$ cat src/rtl/core/skeleton_pose_hierarchy_core_macros.svh
// Assertion macros shared by the pose hierarchy RTL.
// No dependencies; included by files that assert.
`ifndef SKELETON_POSE_HIERARCHY_CORE_MACROS_SVH
`define SKELETON_POSE_HIERARCHY_CORE_MACROS_SVH
// Implication checked on every rising clock edge outside reset.
`define SPH_ASSERT_IMPL(label, clk, rstn, ante, cons) \
    label: assert property (@(posedge clk) disable iff (!rstn) (ante) |-> (cons)) \
        else $error("assertion failed");
// Next-cycle implication checked outside reset.
`define SPH_ASSERT_NEXT(label, clk, rstn, ante, cons) \
    label: assert property (@(posedge clk) disable iff (!rstn) (ante) |=> (cons)) \
        else $error("assertion failed");
`endif

$ cat src/rtl/core/sph_ram.sv
// Generic single-port-write, single-read RAM with a registered read.
// No dependencies.
module sph_ram #(
    parameter int Width = 8,
    parameter int Depth = 16
) (
    input  logic                     aclk,
    input  logic                     wr_en,
    input  logic [$clog2(Depth)-1:0] wr_addr,
    input  logic [Width-1:0]         wr_data,
    input  logic [$clog2(Depth)-1:0] rd_addr,
    output logic [Width-1:0]         rd_data
);
    logic [Width-1:0] mem [Depth];

    // Write and registered read.
    always_ff @(posedge aclk) begin
        if (wr_en) begin
            mem[wr_addr] <= wr_data;
        end
        rd_data <= mem[rd_addr];
    end
endmodule

$ cat config.mk
export PLATFORM = sky130hd
export DESIGN_NAME = sph_ram
export DESIGN_NICKNAME = d
export VERILOG_FILES = /design/src/rtl/core/skeleton_pose_hierarchy_core_macros.svh /design/src/rtl/core/sph_ram.sv
export SDC_FILE = /design/constraint.sdc
export NUM_CORES = 1
export LEC_CHECK = 0
export BUFFER_PORTS_ARGS = -buffer_cell sky130_fd_sc_hd__buf_2
export CORE_ASPECT_RATIO = 1.25
export CORE_MARGIN = 1
export CORE_UTILIZATION = 63
export CTS_BUF_LIST = sky130_fd_sc_hd__clkbuf_2
export CTS_CLUSTER_DIAMETER = 150
export CTS_CLUSTER_SIZE = 25
export DETAILED_ROUTE_END_ITERATION = 16
export PLACE_DENSITY = 0.82
export SYNTH_ARGS = -nofsm -noshare
export SYNTH_HDL_FRONTEND = slang
export SYNTH_SLANG_ARGS = --single-unit
$ cat constraint.sdc
create_clock -name aclk -period 2.1 [get_ports aclk]
set_input_delay 0.105 -clock aclk [delete_from_list [all_inputs] [get_ports aclk]]
set_output_delay 0.105 -clock aclk [all_outputs]
set_load 0.05 [all_outputs]
==> results of run 1 <==
flip-flops by register name (all words and copies together), names as in the netlist:
name     flops
mem        128
rd_data      8
final timing paths:
path | startpoint | endpoint | slack, ps
worst min-delay path | rd_addr[1] | rd_data[6] | 60
worst min register to register | mem[14][5] | rd_data[5] | 680
worst max-delay path | wr_addr[2] | mem[0][7] | 320
worst max register to register | mem[9][4] | rd_data[4] | 700
routing by layer:
layer,wire length [µm],track usage,part of all wire,vias to the layer above
li1,-,-,-,1114
met1,3910,0.327,0.41,1324
met5,0,0,0,-
met3,624,0.0681,0.065,25
met2,4740,0.381,0.50,124
met4,287,0.111,0.030,0
area by class of cell:
cell class                 instances  area (µm²)  share of cell area
multi-input combinational         83        1060               0.182
clock buffer                      18        90.1              0.0155
clock inverter                    14         114              0.0196
sequential                       136        4000               0.689
tap                               95         119              0.0205
timing repair buffer              57         428              0.0736
synthesized netlist by cell type, drive strengths merged:
cell | n | area [µm²]
nand3 | 1 | 5.00
dfxtp | 8 | 160
buf | 7 | 56.3
nor3 | 4 | 20.0
nand2 | 9 | 33.8
mux4 | 32 | 773
nor2b | 1 | 6.26
or3b | 1 | 8.76
clkdlybuf4s25 | 3 | 30.0
and2 | 1 | 6.26
a22oi | 16 | 120
edfxtp | 128 | 3840
nand3b | 2 | 15.0
nand2b | 2 | 12.5
nor2 | 13 | 48.8
and2b | 1 | 7.51
report_power, final:
group          switching (mW)  internal [mW]  total, mW
clock network           0.838          0.513       1.35
logic                   0.221          0.138      0.359
registers              0.0149           3.03       3.04
repair_timing:
item	4_1_cts	5_1_grt
endpoints found under the setup margin	0	0
setup buffers	0	0
endpoints found under the hold margin	168	5
gates resized for setup	0	0
hold buffers	14	1
worst reg2reg max path: stages (launching register included):
cell,delay (ps)
edfxtp_1,430
mux4_1,550
a22oi_1,210
nand2_1,90
cell families after synthesis:
group,Yosys count,synth area share
compound gates,16,0.0233
buf+inv,10,0.0168
flops,136,0.778
mux,32,0.150
simple gates,35,0.0318
per-stage QoR:
stage	cell area [µm²]	hold WS, ps	instances	util
global placement	5460	487	356	0.696
global route	5810	48.5	403	0.742
finish	5810	58.2	403	0.742
floorplan	5150	204	229	-
CTS	5800	0.770	402	0.740
detailed placement	5460	498	356	0.696
==> out/results.ini, run 1 <==
[status]
outcome=completed

[detailed_routing]
drc=0
wire_per_inst_um=23.7
ant_nets=0
routed_wl_mm=9.56
num_vias=2587
viasPerCell=6.42
dr.pass1.iters=4
drt_iter0_drc=214

[logic_synthesis]
ys_seq_elements=136
synth_cells=229
ys_seq_area_frac=0.778
synth_area_mm2=0.00515
ys_warn_count=0
yosysUniqueCellTypes=19
synth_nets=247
syn_avg_cell_area_um2=22.5

[worst_setup_path]
worst-path-buf-inv=4
cp-end-kind=flop
cp.required_ps=2490
arrival_ps=2170
crit_type=input port to flop
slowest_stage=dlygate4sd3_1
setup.worst_path.start_class=input port
cpMostUsedCell=dlygate4sd3_1
slowest_delay_ps=570
cp_num_cells=6
crit_family=buffers and inverters
crit_chain=dlygate4sd3_1 -> buf_2 -> or3b_2 -> nor3_1 -> dlygate4sd3_1 -> buf_4
critPathMaxFanout=8
worstRegToRegCells=3

[place]
gp_congestion=0.787
portBuffers=25
dpl.hpwl_mm=5.95
pre_cts_slack_ps=449

[sta]
worst_pin_slew_ps=738
drv_slew=0
fin_crit_sh=0.848
hold_viol=0
finalSetupTns_ps=0
fmax_ghz=0.562
slew_headroom=0.507
min_period_ps=1780
layout_setup_ws_ps=320
rsz0062_at_grt=false
finalSetupViolCount=0
clock-skew-final_ps=35.3

[die]
core_area_mm2=0.00784
die-area_mm2=0.00854
die_w_um=82.9
dieHeight_um=103
pin_count=26
fp-row-count=36
start_util=0.657

[final_layout]
layout.nets=313
fillCellCount=470
mostFrequentLayoutCells=128 x edfxtp_1, 25 x buf_2, 18 x mux4_2, 18 x clkbuf_2, 16 x a22oi_1
syn_to_final_growth_pct=12.9
num_antenna_cells=0
drive_gt1_frac=0.279
final_common_cell=edfxtp_1

[pwr]
p_leak_nw=1.99
p_total_mw=4.76
max-vdd-ir-drop_mv=0.516
power_density_mw_per_mm2=818

[min_path]
min_path_type=input port to flop
whs_path_depth=4

[clock_network]
cts_tree=yes
cts_buffers=17
root_buffer=clkbuf_2
clock-sinks=136
clkTransAtPathRegs_ps=200
clk_latency_ps=690
clock_path_buffers=2
htree_levels=4

[global_route]
grt_pass1_wl_mm=14.3
antenna_found_initial=0
grt_max_degree=33
overflow=0
grt_pass1_vias=2539
track_usage=0.244

[flow_run]
drv_cap=0

Note: power is estimated with default switching activity, not from simulation.
==> run 2: changes to the inputs <==
==> constraint.sdc (replaced) <==
create_clock -name aclk -period 1.7 [get_ports aclk]
set_input_delay 0.085 -clock aclk [delete_from_list [all_inputs] [get_ports aclk]]
set_output_delay 0.085 -clock aclk [all_outputs]
set_load 0.05 [all_outputs]
==> run 2 against run 1 <==
  * The run now ends with setup timing left
  * Clock power is 18% higher
  * First-iteration DRC count increased by 11%
  * Critical path depth unchanged
  * Critical endpoint is now mem[2][0]
  * Clock skew is 7.6 ps lower
  * Register-to-register slack lost 350 ps
==> out/results.ini, run 2 (synthesis results as in run 1) <==
[final_layout]
final_util=0.756
top_regs=mem (128), rd_data (8)
syn_to_final_growth_pct=15.1
largest_register_ffs=128
mostFrequentLayoutCells=128 x edfxtp_1, 25 x buf_2, 24 x buf_4
drive_gt1_frac=0.307
final_common_cell=edfxtp_1
largest-register=mem
layout.nets=327
num_antenna_cells=0

[clock_network]
clock_path_buffers=2
clock-sinks=136
clk_latency_ps=670
cts_resized=0
clkTransAtPathRegs_ps=190
root_buffer=clkbuf_2
cts_tree=yes
htree_levels=4
cts_buffers=17
post-cts-setup-buffers=0

[detailed_routing]
viasPerCell=6.09
drt_iter0_drc=238
m1WireLength_mm=3.76
met2_length_mm=4.82
top_layer=met4
num_vias=2538
wl_met3_um=521
dr.pass1.iters=5
wire_per_inst_um=22.1
routed_wl_mm=9.20
ant_nets=0
drc=0

[global_route]
overflow=0
antenna_found_initial=0
track_usage=0.240
grt_pass1_wl_mm=14.1
grt_max_degree=33
grt_pass1_vias=2517

[min_path]
min_path_type=input port to flop

[place]
gp_congestion=0.859
dpl.hpwl_mm=5.86
portBuffers=25

[pwr]
power_density_mw_per_mm2=980
p_comb_frac=0.078
max-vdd-ir-drop_mv=0.627
p_leak_nw=2.05
power_frac_clock=0.273
seq_power_share=0.648
p_sw_frac=0.236
p_int_mw=4.44
p_switching_mw=1.37

[flow_run]
drv_cap=0

[die]
core_area_mm2=0.00784
fp-row-count=36
die-area_mm2=0.00854
die_w_um=82.9
start_util=0.657
dieHeight_um=103
pin_count=26

[sta]
fin_crit_sh=1.04
layout_setup_ws_ps=-63.8
drv_slew=0
clock-skew-final_ps=27.8
finalSetupViolCount=37
min_period_ps=1760
whs_ps=116
hold_viol=0
fmax_ghz=0.567
slew_headroom=0.705
worst_pin_slew_ps=442
rsz0062_at_grt=true

[worst_setup_path]
cp-end-kind=flop
crit_type=input port to flop
setup.worst_path.start_class=input port
crit_family=buffers and inverters
worst-path-buf-inv=4
slowest_delay_ps=610
slowest_stage=dlygate4sd3_1
critPathMaxFanout=5
cp.required_ps=2100
arrival_ps=2170
crit_chain=dlygate4sd3_1 -> buf_2 -> or3b_2 -> dlygate4sd3_1 -> nor2_1 -> buf_4
cpMostUsedCell=dlygate4sd3_1

[status]
outcome=finished, violations left
violations=setup timing

## run 2: cell count changes in the layout (fill, tap and decap cells not counted), sizes merged
cell	delta
buf	+9
bufinv	-1
clkinv	-1
clkinvlp	+2
dlygate4sd3	+5
## run 2: metal layers
layer  global-route usage  up-vias
met5                    0        -
met3               0.0761       10
li1                     -     1139
met1                0.310     1282
met2                0.397      107
met4               0.0769        0
## run 2: through the flow
step	total power, mW	setup slack (ps)	area (µm²)	TNS [ps]	cells
2_1_floorplan	4.10	122	5150	0	229
3_3_place_gp	4.25	212	5530	0	365
3_5_place_dp	4.27	209	5530	0	365
4_1_cts	5.85	11.5	5930	0	417
5_1_grt	6.03	-19.9	5930	-219	417
6_report	5.81	-63.8	5930	-1390	417
## run 2: area by class of cell
class	count	area (µm²)
timing repair buffer	71	546
multi-input combinational	83	1060
tap	95	119
clock buffer	18	90.1
fill	441	1910
sequential	136	4000
clock inverter	14	110
## run 2: timing repair
| action | 4_1_cts | 5_1_grt |
|---|---|---|
| setup endpoints to repair | 0 | 15 |
| hold buffers | 20 | 0 |
| endpoints found under the hold margin | 193 | 0 |
## run 2: worst paths after layout
kind / start / end / slack (ps) / depth (start not counted)
max: wr_addr[2] / mem[2][0] / -60 / 6
min reg2reg: mem[11][5] / rd_data[5] / 670 / 3
min: rd_addr[0] / rd_data[5] / 120 / 5
max reg2reg: mem[1][0] / rd_data[0] / 350 / 3
## run 2: power groups by stage
stage,registers [mW],logic (mW),clock network (mW)
after floorplan,3.91,0.190,0
after global placement,3.84,0.415,0
after detailed placement,3.84,0.427,0
after CTS,3.77,0.460,1.63
after global routing,3.77,0.484,1.77
final,3.76,0.456,1.59
## run 2: worst register-to-register path, stage by stage (launching register included)
cell	delay [ps]
edfxtp_1	400
mux4_1	530
a22oi_1	250
nand2_1	90
